**src/uta_pkg.sv**
```systemverilog
// Shared types, constants and helpers for the unsigned-to-ASCII formatter.
package uta_pkg;

	localparam int VALUE_W       = 64;
	localparam int FIELD_W       = 6;
	localparam int CNT_W         = 7;
	localparam int DIGIT_SLOTS   = 22;
	localparam int DIGIT_IDX_W   = 5;
	localparam int BCD_DIGITS    = 20;
	localparam int BCD_W         = 4 * BCD_DIGITS;
	localparam int DABBLE_CYCLES = 32;
	localparam int DABBLE_CNT_W  = 5;

	localparam logic [1:0] BASE_OCT = 2'd0;
	localparam logic [1:0] BASE_DEC = 2'd1;
	localparam logic [1:0] BASE_HEX = 2'd2;

	localparam logic [7:0] CH_SPACE = 8'h20;
	localparam logic [7:0] CH_ZERO  = 8'h30;
	localparam logic [7:0] CH_X     = 8'h78;
	localparam logic [7:0] CH_A     = 8'h61;

	typedef struct packed {
		logic [1:0]         cmd;
		logic [VALUE_W-1:0] value;
		logic [FIELD_W-1:0] field_width;
		logic [FIELD_W-1:0] precision;
		logic               has_precision;
		logic               zero_pad;
		logic               left_align;
		logic               alternate_form;
	} item_t;

	typedef struct packed {
		logic [7:0] character;
		logic       last;
	} text_t;

	typedef enum logic [2:0] {
		ST_IDLE,
		ST_DABBLE,
		ST_SPLIT,
		ST_LAYOUT,
		ST_SIZE,
		ST_EMIT
	} ctl_state_t;

	typedef struct packed {
		logic load;
		logic decimal;
		logic octal;
		logic dabble;
		logic split;
	} dig_ctl_t;

	typedef struct packed {
		logic                   dabble_last;
		logic                   split_last;
		logic [DIGIT_IDX_W-1:0] nd;
	} dig_sts_t;

	typedef struct packed {
		logic [CNT_W-1:0]       lead;
		logic [1:0]             plen;
		logic [CNT_W-1:0]       zeros;
		logic [DIGIT_IDX_W-1:0] nd;
		logic [CNT_W-1:0]       trail;
	} lay_t;

	function automatic logic [7:0] digit_ascii(input logic [3:0] d);
		logic [7:0] d8;
		d8 = {4'b0000, d};
		if (d < 4'd10)
			return CH_ZERO + d8;
		else
			return CH_A + d8 - 8'd10;
	endfunction

endpackage

```
**src/unsigned_to_padded_ascii.sv**
```systemverilog
// Top level: printf-style octal, decimal and hex formatter for 64-bit unsigned values.
//
//   channel | valid      | stall      | payload            | beat
//   item    | item_valid | item_stall | item (item_t)      | one conversion request
//   text    | text_valid | text_stall | text (text_t)      | one character, last on the final one
//
// Octal and hex: split into digits (up to 22 and 16), then layout, sizing and the characters.
// Decimal: first the shift-add-3 converter, two bit steps per cycle.
// Characters leave at one per cycle while text_stall is low, at most 64; the character sequencer sets the pace.
// item_stall is high from acceptance until the cycle after the last character is loaded
// into the text register; text stalls stretch the character phase.
// Reset clears the sequencer, counters and valid; the digit buffer is written before it is read.
module unsigned_to_padded_ascii #(
	parameter int MAX_FIELD = 62
) (
	input  logic            clk,
	input  logic            arst_n,
	input  logic            item_valid,
	output logic            item_stall,
	input  uta_pkg::item_t  item,
	output logic            text_valid,
	input  logic            text_stall,
	output uta_pkg::text_t  text
);

	localparam int FW = uta_pkg::FIELD_W;
	localparam int CW = uta_pkg::CNT_W;
	localparam logic [FW-1:0] SatLim = FW'(MAX_FIELD);

	uta_pkg::ctl_state_t state_q, state_d;

	logic          oct_q, hex_q, value_nz_q, alt_q, left_q, pad_zero_q;
	logic [FW-1:0] width_q, prec_q;
	logic [CW-1:0] zf_q, core_q;
	logic [1:0]    plen_q;

	logic          accept;
	logic          in_oct, in_dec, in_hex, in_empty;
	logic [CW-1:0] nd_w, prec_w, zf_d, core_d, total, npad, width_w;
	logic [1:0]    plen_d;
	logic          start;
	logic          emit_busy;

	uta_pkg::dig_ctl_t dig_ctl;
	uta_pkg::dig_sts_t dig_sts;
	uta_pkg::lay_t     lay;
	logic [uta_pkg::DIGIT_IDX_W-1:0] rd_idx;
	logic [3:0]                      rd_digit;

	assign item_stall = state_q != uta_pkg::ST_IDLE;
	assign accept     = item_valid && !item_stall;

	always_comb begin
		in_oct = 1'b0;
		in_dec = 1'b0;
		in_hex = 1'b0;
		unique case (item.cmd)
			uta_pkg::BASE_OCT: in_oct = 1'b1;
			uta_pkg::BASE_DEC: in_dec = 1'b1;
			default:           in_hex = 1'b1;
		endcase
	end

	assign in_empty = item.has_precision && (item.precision == '0) && (item.value == '0);

	always_ff @(posedge clk) begin
		if (accept) begin
			oct_q      <= in_oct;
			hex_q      <= in_hex;
			value_nz_q <= item.value != '0;
			alt_q      <= item.alternate_form;
			left_q     <= item.left_align;
			pad_zero_q <= item.zero_pad && !item.has_precision && !item.left_align;
			width_q    <= (item.field_width > SatLim) ? SatLim : item.field_width;
			prec_q     <= (item.precision > SatLim) ? SatLim : item.precision;
		end
		if (state_q == uta_pkg::ST_LAYOUT) begin
			zf_q   <= zf_d;
			core_q <= core_d;
			plen_q <= plen_d;
		end
	end

	// Zero fill and prefix length.
	always_comb begin
		nd_w   = {{(CW-uta_pkg::DIGIT_IDX_W){1'b0}}, dig_sts.nd};
		prec_w = {{(CW-FW){1'b0}}, prec_q};
		zf_d   = (prec_w > nd_w) ? prec_w - nd_w : '0;
		core_d = zf_d + nd_w;
		plen_d = 2'd0;
		if (alt_q) begin
			if (oct_q) begin
				if (core_d == '0 || (zf_d == '0 && value_nz_q))
					plen_d = 2'd1;
			end else if (hex_q && value_nz_q) begin
				plen_d = 2'd2;
			end
		end
	end

	// Padding split.
	always_comb begin
		width_w   = {{(CW-FW){1'b0}}, width_q};
		total     = core_q + {{(CW-2){1'b0}}, plen_q};
		npad      = (width_w > total) ? width_w - total : '0;
		lay.lead  = (!left_q && !pad_zero_q) ? npad : '0;
		lay.plen  = plen_q;
		lay.zeros = (pad_zero_q ? npad : '0) + zf_q;
		lay.nd    = dig_sts.nd;
		lay.trail = left_q ? npad : '0;
	end

	always_ff @(posedge clk or negedge arst_n) begin
		if (!arst_n)
			state_q <= uta_pkg::ST_IDLE;
		else
			state_q <= state_d;
	end

	always_comb begin
		state_d         = state_q;
		start           = 1'b0;
		dig_ctl.load    = accept;
		dig_ctl.decimal = in_dec;
		dig_ctl.octal   = oct_q;
		dig_ctl.dabble  = 1'b0;
		dig_ctl.split   = 1'b0;
		unique case (state_q)
			uta_pkg::ST_IDLE: begin
				if (accept) begin
					if (in_empty)
						state_d = uta_pkg::ST_LAYOUT;
					else if (in_dec)
						state_d = uta_pkg::ST_DABBLE;
					else
						state_d = uta_pkg::ST_SPLIT;
				end
			end
			uta_pkg::ST_DABBLE: begin
				dig_ctl.dabble = 1'b1;
				if (dig_sts.dabble_last)
					state_d = uta_pkg::ST_SPLIT;
			end
			uta_pkg::ST_SPLIT: begin
				dig_ctl.split = 1'b1;
				if (dig_sts.split_last)
					state_d = uta_pkg::ST_LAYOUT;
			end
			uta_pkg::ST_LAYOUT: begin
				state_d = uta_pkg::ST_SIZE;
			end
			uta_pkg::ST_SIZE: begin
				start   = 1'b1;
				state_d = uta_pkg::ST_EMIT;
			end
			uta_pkg::ST_EMIT: begin
				if (!emit_busy)
					state_d = uta_pkg::ST_IDLE;
			end
			default: state_d = uta_pkg::ST_IDLE;
		endcase
	end

	uta_digit_unit u_digit (
		.clk      (clk),
		.arst_n   (arst_n),
		.ctl      (dig_ctl),
		.value    (item.value),
		.rd_idx   (rd_idx),
		.rd_digit (rd_digit),
		.sts      (dig_sts)
	);

	uta_emitter u_emit (
		.clk        (clk),
		.arst_n     (arst_n),
		.start      (start),
		.lay        (lay),
		.busy       (emit_busy),
		.rd_idx     (rd_idx),
		.rd_digit   (rd_digit),
		.text_valid (text_valid),
		.text_stall (text_stall),
		.text       (text)
	);

	a_busy_in_emit: assert property (@(posedge clk) disable iff (!arst_n)
		emit_busy |-> state_q == uta_pkg::ST_EMIT)
		else $error("sequencer left emit while characters remain");

	a_load_clears: assert property (@(posedge clk) disable iff (!arst_n)
		accept |=> dig_sts.nd == '0)
		else $error("digit count not cleared on a new beat");

endmodule

```
**src/uta_digit_unit.sv**
```systemverilog
// Digit extraction: shift-add-3 binary to BCD for decimal, then one digit per cycle into the digit buffer.
module uta_digit_unit (
	input  logic                                   clk,
	input  logic                                   arst_n,
	input  uta_pkg::dig_ctl_t                      ctl,
	input  logic [uta_pkg::VALUE_W-1:0]            value,
	input  logic [uta_pkg::DIGIT_IDX_W-1:0]        rd_idx,
	output logic [3:0]                             rd_digit,
	output uta_pkg::dig_sts_t                      sts
);

	logic [uta_pkg::VALUE_W-1:0]      bin_q;
	logic [uta_pkg::BCD_W-1:0]        work_q;
	logic [uta_pkg::DABBLE_CNT_W-1:0] dab_cnt_q;
	logic [uta_pkg::DIGIT_IDX_W-1:0]  nd_q;
	logic [3:0]                       digit_mem [uta_pkg::DIGIT_SLOTS];

	logic [uta_pkg::BCD_W-1:0]   bcd_a;
	logic [uta_pkg::VALUE_W-1:0] bin_a;
	logic [uta_pkg::BCD_W-1:0]   shifted;
	logic [3:0]                  digit_new;

	// Two shift-add-3 steps per cycle.
	always_comb begin
		bcd_a = work_q;
		bin_a = bin_q;
		for (int r = 0; r < 2; r++) begin
			for (int k = 0; k < uta_pkg::BCD_DIGITS; k++) begin
				if (bcd_a[4*k +: 4] >= 4'd5)
					bcd_a[4*k +: 4] = bcd_a[4*k +: 4] + 4'd3;
			end
			{bcd_a, bin_a} = {bcd_a[uta_pkg::BCD_W-2:0], bin_a, 1'b0};
		end
	end

	always_comb begin
		if (ctl.octal) begin
			shifted   = work_q >> 3;
			digit_new = {1'b0, work_q[2:0]};
		end else begin
			shifted   = work_q >> 4;
			digit_new = work_q[3:0];
		end
	end

	always_ff @(posedge clk) begin
		if (ctl.load) begin
			bin_q  <= value;
			work_q <= ctl.decimal ? '0 :
				{{(uta_pkg::BCD_W-uta_pkg::VALUE_W){1'b0}}, value};
		end else if (ctl.dabble) begin
			bin_q  <= bin_a;
			work_q <= bcd_a;
		end else if (ctl.split) begin
			work_q <= shifted;
		end
	end

	always_ff @(posedge clk or negedge arst_n) begin
		if (!arst_n) begin
			dab_cnt_q <= '0;
			nd_q      <= '0;
		end else if (ctl.load) begin
			dab_cnt_q <= '0;
			nd_q      <= '0;
		end else begin
			if (ctl.dabble)
				dab_cnt_q <= dab_cnt_q + 1'b1;
			if (ctl.split)
				nd_q <= nd_q + 1'b1;
		end
	end

	// Registered read: rd_idx names the digit needed in the next cycle.
	always_ff @(posedge clk) begin
		if (ctl.split)
			digit_mem[nd_q] <= digit_new;
		rd_digit <= digit_mem[rd_idx];
	end

	assign sts.dabble_last = dab_cnt_q == uta_pkg::DABBLE_CNT_W'(uta_pkg::DABBLE_CYCLES - 1);
	assign sts.split_last  = shifted == '0;
	assign sts.nd          = nd_q;

	a_split_in_range: assert property (@(posedge clk) disable iff (!arst_n)
		ctl.split |-> nd_q < uta_pkg::DIGIT_IDX_W'(uta_pkg::DIGIT_SLOTS))
		else $error("digit buffer overrun");

	a_one_op: assert property (@(posedge clk) disable iff (!arst_n)
		ctl.dabble |-> !ctl.split && !ctl.load)
		else $error("digit unit given two operations at once");

endmodule

```
**src/uta_emitter.sv**
```systemverilog
// Character sequencer: walks the output positions and drives the registered text beat.
module uta_emitter (
	input  logic                            clk,
	input  logic                            arst_n,
	input  logic                            start,
	input  uta_pkg::lay_t                   lay,
	output logic                            busy,
	output logic [uta_pkg::DIGIT_IDX_W-1:0] rd_idx,
	input  logic [3:0]                      rd_digit,
	output logic                            text_valid,
	input  logic                            text_stall,
	output uta_pkg::text_t                  text
);

	localparam int CW = uta_pkg::CNT_W;

	logic          active_q;
	logic [CW-1:0] pos_q;
	logic [CW-1:0] b_lead_q, b_pfx_q, b_zero_q, b_dig_q, b_end_q;
	logic          text_valid_q;
	uta_pkg::text_t text_q;

	logic [CW-1:0] s_pfx, s_zero, s_dig, s_end;
	logic [CW-1:0] pos_n, dig_base;
	logic [CW-1:0] dig_off;
	logic          advance;
	logic          is_last;
	logic [7:0]    ch;

	assign s_pfx  = lay.lead + {{(CW-2){1'b0}}, lay.plen};
	assign s_zero = s_pfx + lay.zeros;
	assign s_dig  = s_zero + {{(CW-uta_pkg::DIGIT_IDX_W){1'b0}}, lay.nd};
	assign s_end  = s_dig + lay.trail;

	assign advance = active_q && (!text_valid_q || !text_stall);
	assign is_last = pos_q == (b_end_q - 1'b1);

	// Address the digit of the position that is current after this edge.
	assign pos_n    = start ? '0 : (advance ? pos_q + 1'b1 : pos_q);
	assign dig_base = start ? s_dig : b_dig_q;
	assign dig_off  = dig_base - 1'b1 - pos_n;
	assign rd_idx   = dig_off[uta_pkg::DIGIT_IDX_W-1:0];

	always_comb begin
		if (pos_q < b_lead_q)
			ch = uta_pkg::CH_SPACE;
		else if (pos_q < b_pfx_q)
			ch = (pos_q == b_lead_q) ? uta_pkg::CH_ZERO : uta_pkg::CH_X;
		else if (pos_q < b_zero_q)
			ch = uta_pkg::CH_ZERO;
		else if (pos_q < b_dig_q)
			ch = uta_pkg::digit_ascii(rd_digit);
		else
			ch = uta_pkg::CH_SPACE;
	end

	always_ff @(posedge clk or negedge arst_n) begin
		if (!arst_n) begin
			active_q     <= 1'b0;
			pos_q        <= '0;
			text_valid_q <= 1'b0;
		end else begin
			if (start) begin
				active_q <= s_end != '0;
				pos_q    <= '0;
			end else if (advance) begin
				pos_q <= pos_q + 1'b1;
				if (is_last)
					active_q <= 1'b0;
			end
			if (advance)
				text_valid_q <= 1'b1;
			else if (!text_stall)
				text_valid_q <= 1'b0;
		end
	end

	always_ff @(posedge clk) begin
		if (start) begin
			b_lead_q <= lay.lead;
			b_pfx_q  <= s_pfx;
			b_zero_q <= s_zero;
			b_dig_q  <= s_dig;
			b_end_q  <= s_end;
		end
		if (advance) begin
			text_q.character <= ch;
			text_q.last      <= is_last;
		end
	end

	assign busy       = active_q;
	assign text_valid = text_valid_q;
	assign text       = text_q;

	a_pos_in_range: assert property (@(posedge clk) disable iff (!arst_n)
		active_q |-> pos_q < b_end_q)
		else $error("position past end of text");

	a_start_idle: assert property (@(posedge clk) disable iff (!arst_n)
		start |-> !active_q)
		else $error("start while emitting");

	a_stall_hold: assert property (@(posedge clk) disable iff (!arst_n)
		(text_valid && text_stall) |=> (text_valid && $stable(text)))
		else $error("stalled beat changed");

endmodule

```
**config.mk**
```make
export PLATFORM = sky130hd
export DESIGN_NAME = unsigned_to_padded_ascii
export DESIGN_NICKNAME = d
export VERILOG_FILES = /design/src/uta_pkg.sv /design/src/unsigned_to_padded_ascii.sv /design/src/uta_digit_unit.sv /design/src/uta_emitter.sv
export SDC_FILE = /design/constraint.sdc
export NUM_CORES = 1
export LEC_CHECK = 0
export ABC_AREA = 1
export ABC_CLOCK_PERIOD_IN_PS = 8500
export CAP_MARGIN = 20
export CORE_AREA = 4 4 203 205
export DETAILED_ROUTE_END_ITERATION = 12
export DIE_AREA = 0 0 207 209
export DONT_BUFFER_PORTS = 1
export PLACE_DENSITY = 0.7
export REMOVE_ABC_BUFFERS = 1
export SYNTH_ARGS = -nofsm -noshare
export SYNTH_HDL_FRONTEND = slang
export SYNTH_SLANG_ARGS = --single-unit
```
**constraint.sdc**
```tcl
create_clock -name clk -period 8.5 [get_ports clk]
set_input_delay 1.7 -clock clk [delete_from_list [all_inputs] [get_ports clk]]
set_output_delay 1.7 -clock clk [all_outputs]
set_load 0.1 [all_outputs]
```
-- Word-level counts from Yosys, hierarchy flattened
Memory sizes are Yosys's and may differ from the RTL's. A register that Yosys moved wholly into a read port is not among the register bits.
Cells that the tools add are included.
- add/sub/neg operators: 58
- $lt $le $gt $ge: 49
- equal/unequal tests: 14
- mux-type cells: 88
- reduce and logical (&&, ||, !) cells: 36
- operator list (operator ; number):
    2-to-1 mux 80 bit ; 3
    2-to-1 mux 64 bit ; 3
    greater-or-equal comparator 4 x 3 -> 1 bit (second input constant) ; 40
    2-to-1 mux 4 bit ; 39
    adder 4 x 2 -> 4 bit (second input constant) ; 38
    zero test 80 bit ; 1
    2-to-1 mux 77 bit ; 1
    zero test 64 bit ; 1
    nonzero test 64 bit ; 1
    2-to-1 mux 7 bit ; 9
    2-to-1 mux 8 bit ; 4
    < comparator 7 bit ; 4
    adder 7 bit ; 3
    2-to-1 mux 5 bit ; 4
    2-to-1 mux 3 bit ; 6
    case mux 3 bit (6 select lines) ; 1
    adder 7 x 2 -> 7 bit ; 2
    adder 7 x 5 -> 7 bit ; 2
    equality test 7 bit ; 2
    zero test 7 bit ; 2
    2-to-1 mux 1 bit ; 14
    greater-than comparator 6 bit (second input constant) ; 2
    adder 5 x 1 -> 5 bit (second input constant) ; 2
    logical AND 1 bit ; 9
    32 further kinds ; 52
- register bits after elaboration: 244
- memory bits (writable): 88
- bits of input ports: 86
- logic and storage cells: 272
- memories kept: 1
- memory list (name ; depth ; width ; read ports ; clocked after memory_dff ; write ports ; RTL line ; text):
    u_digit.digit_mem ; 22 ; 4 ; 1 ; 1 ; 1 ; uta_digit_unit.sv:16 ; logic [3:0] digit_mem [uta_pkg::DIGIT_SLOTS];

-- Depth between registers and ports, before layout
Gate-level depths: netlist of the first run.
- word-level depth: 10
- mapped depth: 41
- mapped depth without buffers: 41

-- Cells and area by module
Synthesis of the first run repeated with hierarchy kept, for this count alone.
- cell total of the unflattened synthesis: 2810
- area, all modules: 22317.7 µm²
- by module, submodules not included (module ; instances ; cells each ; area each (µm²) ; sequential area each (µm²)):
    uta_digit_unit ; 1 ; 1994 ; 15426.0 ; 7297.0
    uta_emitter ; 1 ; 454 ; 3950.0 ; 1466.4
    unsigned_to_padded_ascii ; 1 ; 362 ; 2941.6 ; 1096.1

-- Worst setup path after synthesis of the first run
OpenSTA, ideal clock, no wires.
- path type: reg-to-reg
- start: reg plen_q[0]
- end: reg u_emit.b_end_q[6], data pin
- setup time: 0.254 ns
- arrival: 6.320 ns
- required time: 8.246 ns
- slack: 1.926 ns
- stages on the path, launching flop included: 38
- buffers on the path: 0
- clock period less this slack: 6.574 ns
- path through: edfxtp_1 > ha_1 > inv_1 > fa_1 > nor2_1 > xnor2_1 > ha_1 > nand2_1 > nor2_1 > nand3_1 > nand2_1 > nor2_2 > nand2_1 > or2_2 > nor2_1 > ha_1 > fa_1 > inv_1 > (+2 left out) > ha_1 > fa_1 > ha_1 > a21oi_1 > nand2_1 > or2_2 > nand2_1 > inv_1 > ha_1 > a21oi_1 > nand2_1 > nand2_1 > nand2_1 > a21oi_1 > xor2_2 > inv_1 > nand3_2 > nand2_1
- RTL lines (what ; RTL line ; text):
    from (decl) ; unsigned_to_padded_ascii.sv:35 ; logic [1:0] plen_q;
    from (signal assigned) ; unsigned_to_padded_ascii.sv:80 ; plen_q <= plen_d;
    to (signal assigned) ; uta_emitter.sv:84 ; b_end_q <= s_end;
    to (decl) ; uta_emitter.sv:19 ; logic [CW-1:0] b_lead_q, b_pfx_q, b_zero_q, b_dig_q, b_end_q;

==> reports/summary.txt, run 1 <==
cell repeated most along the worst path: nand2_1
vias in the first global route: 16,900
family with the most delay on the worst path: adder cells
largest net degree at the start of global routing: 91
post-route setup TNS: 0 ns
Worst path depth: 37
RD Place Congestion: 0.911
cts bufs inserted: 39
cell count of the worst reg-to-reg path: 37
# port buffers: 0
crit path time final: 7.38 ns
via count: 17,100
mapped cell area: 0.0215 mm2
Hold Crit Class: flip-flop to flip-flop
Least-Margin Pin Slew: 1.10 ns
largest family of logic cells by synthesized area: simple AND/OR/NAND/NOR gates
layout cells sized above 1: 4.64%
chip width: 207 um
crit path max fanout: 5
RSZ-0062 raised after global routing: no
CP Launch Type: flip-flop
Worst-path clk slew: 0.06 ns
first-pass GRT wire length: 85,100 um
starting density of the core: 54.5%
Avg Inst Size Synth: 8.70 um2
hold path cells: 1
distinct cell type count after synthesis: 57
Worst Setup End Kind: flip-flop
routed wire length: 52,000 um
Synth Warn #: 0
final instance area: 0.0232 mm2
Max Cap Viol: 0
Crit path buffers/inverters: 5
Bufs on Longest Clock Path: 3
Clock Tree Root: clkbuf_16
site row count: 73
Die H: 209 um
Post-DRT Antenna Nets: 0
status: completed
WP data arrival: 7.67 ns
register area share after synthesis: 45.8%
total track usage: 23.7%
hold buffer count at cts: 0
Slew Viols, Final: 0
remaining routing DRC violations: 0
critical path class: flip-flop to flip-flop
Die ar.: 0.0433 mm2
compound-gate portion of the synthesized area: 16.2%
core area: 0.0395 mm2
nets: 2,703
antenna violations before repair: 0
grt total ovfl: 0
HPWL Detailed: 37,100 um
Util after Layout: 58.8%
setup violators final: 0
postcts setup bufs: 0
cts repair resizes: 0
Clock Skew: 0.0196 ns
Area Overhead vs Synth: 7.93%
Synth Instances: 2,472
Slew headroom: 26.3%
drt first pass iters: 5
DP Area: 0.0220 mm2
DRC marker count from the first detailed-route iteration: 1,179
ant diodes: 0
worst-skew pair later-pin latency: 0.56 ns
I/O pin cnt: 97
final period utilization: 86.8%
final hold vios: 0
Seq cells post-synth: 335
Max stage delay cell, worst path: fa_1
fmax: 136 MHz
CTS sink cnt: 335
CTS tree: done
slowest stage delay, CP: 0.48 ns
vias per inst: 5.69
multiplexer area fraction after synthesis: 0%
H-tree depth reported by CTS: 2
critical path data required time: 8.79 ns
WL per Instance: 17.3 um
Synth Area in Simple Gates: 16.7%
adder-cell share of the synthesized area: 10.3%
post-synthesis xor/xnor area fraction: 3.25%
-- synth_stat cells (all sizes together) --
master   count  share of area [%]
a32oi        1              0.041
or4          1              0.035
xor2        66                2.8
o21ai      302                7.0
a211oi       8               0.28
nand3b       4               0.14
nor2       177                3.2
a21oi      121                2.8
nand2      535                9.4
a22o         3               0.12
conb         2              0.035
o221ai      67                2.7
o21a        22               0.77
ha         153                8.9
a221oi       2              0.081
dfrtp       22                2.6
or3b         1              0.041
nor3        21               0.56
o22ai       12               0.35
o31ai        4               0.14
fa          15                1.4
o21bai       1              0.035
clkbuf      58                1.0
inv        356                6.2
buf         22               0.49
a31oi        3              0.087
a2111oi      1              0.041
and3         1              0.029
dfxtp        9               0.84
a21o         7               0.25
nand4       26               0.79
or3          2              0.058
o211ai      36                1.3
nand3       59                1.5
xnor2       12               0.49
nor4        23               0.74
o311ai       2              0.081
clkinv       1              0.017
or2          8               0.24
a311oi       1              0.041
nor3b        1              0.035
edfxtp     304                 42
-- placed cells by master, fill, tap and decap left out, types with 22 or more instances in the layout --
cell type  synthesis  routed
o21ai_0          294     294
a21oi_1          120     120
nand3_1           54      53
nor4_1            22      22
edfxtp_1         304     304
o211ai_1          36      36
ha_1             153     153
dfrtp_1           22      22
o21a_1            22      22
nor2_1           173     170
xor2_1            64      64
nand2_1          530     529
inv_1            348     346
o221ai_1          67      67
nand4_1           25      25
clkbuf_16          0      39
-- cells by family after synthesis --
logic type / count (synthesis)
other: 2
DFF: 335
xor gates and xnor gates: 78
adders and majority gates: 168
and+or+nand+nor: 859
AOI/OAI and AO/OA: 593
buffers and inverters: 437
-- per-layer routing --
| metal | up-vias | wire length [um] | global-route usage (%) |
|---|---|---|---|
| met5 | - | 0 | 0 |
| met4 | 0 | 1670 | 8.34 |
| met3 | 112 | 3140 | 4.16 |
| met2 | 493 | 25500 | 41.7 |
| met1 | 8053 | 21800 | 29.6 |
| li1 | 8437 | - | - |
-- cell type report --
cell class / instances / area, um2
clock buffers: 49 / 1020
clock inverters: 21 / 151
fillers: 3430 / 16200
inverters: 357 / 1340
multi-input cells: 1700 / 10000
flip-flops and latches: 335 / 9860
well taps: 525 / 657
repair buffers: 16 / 160
-- registers in the layout (all words and copies together), names as in the netlist, 2 cells and up --
name / flops
u_digit.dab_cnt_q: 5
u_emit.text: 8
u_digit.work_q: 80
zf_q: 7
prec_q: 6
u_digit.nd_q: 5
width_q: 6
plen_q: 2
u_emit.pos_q: 7
u_digit.digit_mem: 88
core_q: 7
u_digit.rd_digit: 4
u_emit.b_zero_q: 7
u_emit.b_pfx_q: 7
u_emit.b_dig_q: 7
state_q: 3
u_emit.b_end_q: 7
u_digit.bin_q: 64
u_emit.b_lead_q: 7
-- per-stage QoR --
step	instances	setup slack [ns]	hold WS, ns
2_1_floorplan	2392	0.103	0.437
3_3_place_gp	2931	1.56	0.453
3_5_place_dp	2931	1.23	0.465
4_1_cts	3001	1.20	0.475
5_1_grt	3003	0.689	0.514
6_report	3003	1.12	0.481
-- path summary, 6_finish.rpt --
kind / to / startpoint / slack (ns)
min in group asynchronous: u_emit.pos_q[2] / arst_n / 0.85
max reg2reg: u_emit.b_end_q[6] / plen_q[0] / 1.12
max: u_emit.b_end_q[6] / plen_q[0] / 1.12
min: u_digit.dab_cnt_q[3] / u_digit.dab_cnt_q[3] / 0.48
max in group asynchronous: state_q[2] / arst_n / 7.57
min reg2reg: u_digit.dab_cnt_q[3] / u_digit.dab_cnt_q[3] / 0.48
Power of run 1 is not shown: default switching activity piles up to over one toggle a cycle in this logic, so the estimate is an artifact.
==> run 2, diff against run 1 <==
ABC_CLOCK_PERIOD_IN_PS = 8630   (was 8500)
clock period = 8.63 ns   (was 8.5 ns; I/O delays follow)
==> run 2 against run 1 <==
Flip-flop and latch count is the same. Register-to-register slack gained 0.23 ns. Clock skew shrank 0.0063 ns. Sequential share of layout area is essentially flat. Die area is the same. Clock-buffer cell count shrank 4. Setup slack gained 0.23 ns. Fmax grew 1.3%. Critical endpoint is now u_digit.rd_digit[1]. Largest cell class unchanged.
==> reports/summary.txt, run 2 (synthesis results as in run 1) <==
nets: 2,701
ant diodes: 0
routed wire length: 52,100 um
commonest non-fill, non-tap cell in the layout: nand2_1
total track usage: 23.6%
# port buffers: 0
postcts setup bufs: 0
RD Place Congestion: 0.911
Max stage delay cell, worst path: fa_1
site row count: 73
I/O pin cnt: 97
antenna violations before repair: 0
Least-Margin Pin Slew: 1.10 ns
final hold vios: 0
final cell count without fillers: 2,999
Slew headroom: 26.5%
H-tree depth reported by CTS: 2
fmax: 137 MHz
dpl cells: 2,931
CTS sink cnt: 335
final period utilization: 84.4%
CP Launch Type: flip-flop
Slew Viols, Final: 0
Worst Setup End Kind: flip-flop
post-route setup TNS: 0 ns
layout cells sized above 1: 4.57%
Clock Tree Root: clkbuf_16
crit path max fanout: 21
drt first pass iters: 5
core area: 0.0395 mm2
cts bufs inserted: 37
crit path time final: 7.28 ns
DRC marker count from the first detailed-route iteration: 1,271
vias in the first global route: 16,600
chip width: 207 um
critical path class: flip-flop to flip-flop
WP data arrival: 7.75 ns
slowest stage delay, CP: 0.74 ns
most frequent cells in the layout: 529 x nand2_1, 346 x inv_1, 304 x edfxtp_1
Post-DRT Antenna Nets: 0
Max Cap Viol: 0
max reg flops: 88
setup violators final: 0
largest net degree at the start of global routing: 91
leading registers by flop count: u_digit.digit_mem (88), u_digit.work_q (80), u_digit.bin_q (64)
family with the most delay on the worst path: adder cells
Clock Skew: 0.0133 ns
worst-skew pair later-pin latency: 0.55 ns
Worst-path clk slew: 0.06 ns
vias per inst: 5.68
via count: 17,000
HPWL Detailed: 37,300 um
status: completed
Die H: 209 um
CTS tree: done
critical path data required time: 9.10 ns
Die ar.: 0.0433 mm2
RSZ-0062 raised after global routing: no
WL per Instance: 17.4 um
grt total ovfl: 0
cell repeated most along the worst path: inv_1
hold buffer count at cts: 0
remaining routing DRC violations: 0
Crit path buffers/inverters: 6
cts repair resizes: 0
Bufs on Longest Clock Path: 3
Hold Crit Class: flip-flop to flip-flop
Area Overhead vs Synth: 7.96%
Biggest register: u_digit.digit_mem
starting density of the core: 54.5%
first-pass GRT wire length: 84,800 um
==> run 2: cell types whose count changed in the layout (fill, tap and decap cells not counted), sizes merged <==
| cell | before | now |
|---|---|---|
| clkinvlp | 1 | 2 |
| clkbuf | 49 | 45 |
| bufinv | 2 | 3 |
| clkinv | 18 | 16 |
==> run 2: area by class of cell <==
cell class | instances | area, um2
clock inverters | 21 | 181
inverters | 357 | 1340
clock buffers | 45 | 998
repair buffers | 16 | 160
fillers | 3409 | 16200
flip-flops and latches | 335 | 9860
multi-input cells | 1700 | 10000
well taps | 525 | 657
==> run 2: worst reg2reg max path: cells and delay by family (launching register included) <==
| kind | cells | cell delay (ns) |
|---|---|---|
| adders and majority gates | 9 | 3.37 |
| AOI/OAI and AO/OA | 5 | 1.00 |
| and+or+nand+nor | 10 | 1.41 |
| buffers and inverters | 6 | 0.92 |
| DFF | 1 | 0.36 |
| xor gates and xnor gates | 1 | 0.14 |
==> run 2: worst paths after layout <==
check                                     start  slack, ns                    to  cells after the start
hold reg to reg            u_digit.dab_cnt_q[3]       0.48  u_digit.dab_cnt_q[3]                      1
setup / recovery                      plen_q[0]       1.35   u_digit.rd_digit[1]                     31
min in group asynchronous                arst_n       0.87     u_emit.text_valid                      0
max in group asynchronous                arst_n       7.68  u_digit.dab_cnt_q[3]                      0
setup reg to reg                      plen_q[0]       1.35   u_digit.rd_digit[1]                     31
hold / removal             u_digit.dab_cnt_q[3]       0.48  u_digit.dab_cnt_q[3]                      1
==> run 2: routing by layer <==
metal  vias up  track usage, %  routed length [um]
met5         -               0                   0
met4         0            7.00                1410
met3       101            4.71                3300
met2       466            40.9               25400
met1      8028            30.2               22000
li1       8442               -                   -
==> run 2: per-stage QoR <==
step                worst slack (ns)  hold slack, ns  cell area [um2]  utilization, %
global route                   0.832           0.514            23200            58.9
floorplan                      0.207           0.437            21200               -
detailed placement              1.40           0.465            22000            55.7
global placement                1.69           0.453            22000            55.7
finish                          1.35           0.480            23200            58.9
CTS                             1.37           0.475            23200            58.7
Power of run 2 is left out for the same reason.
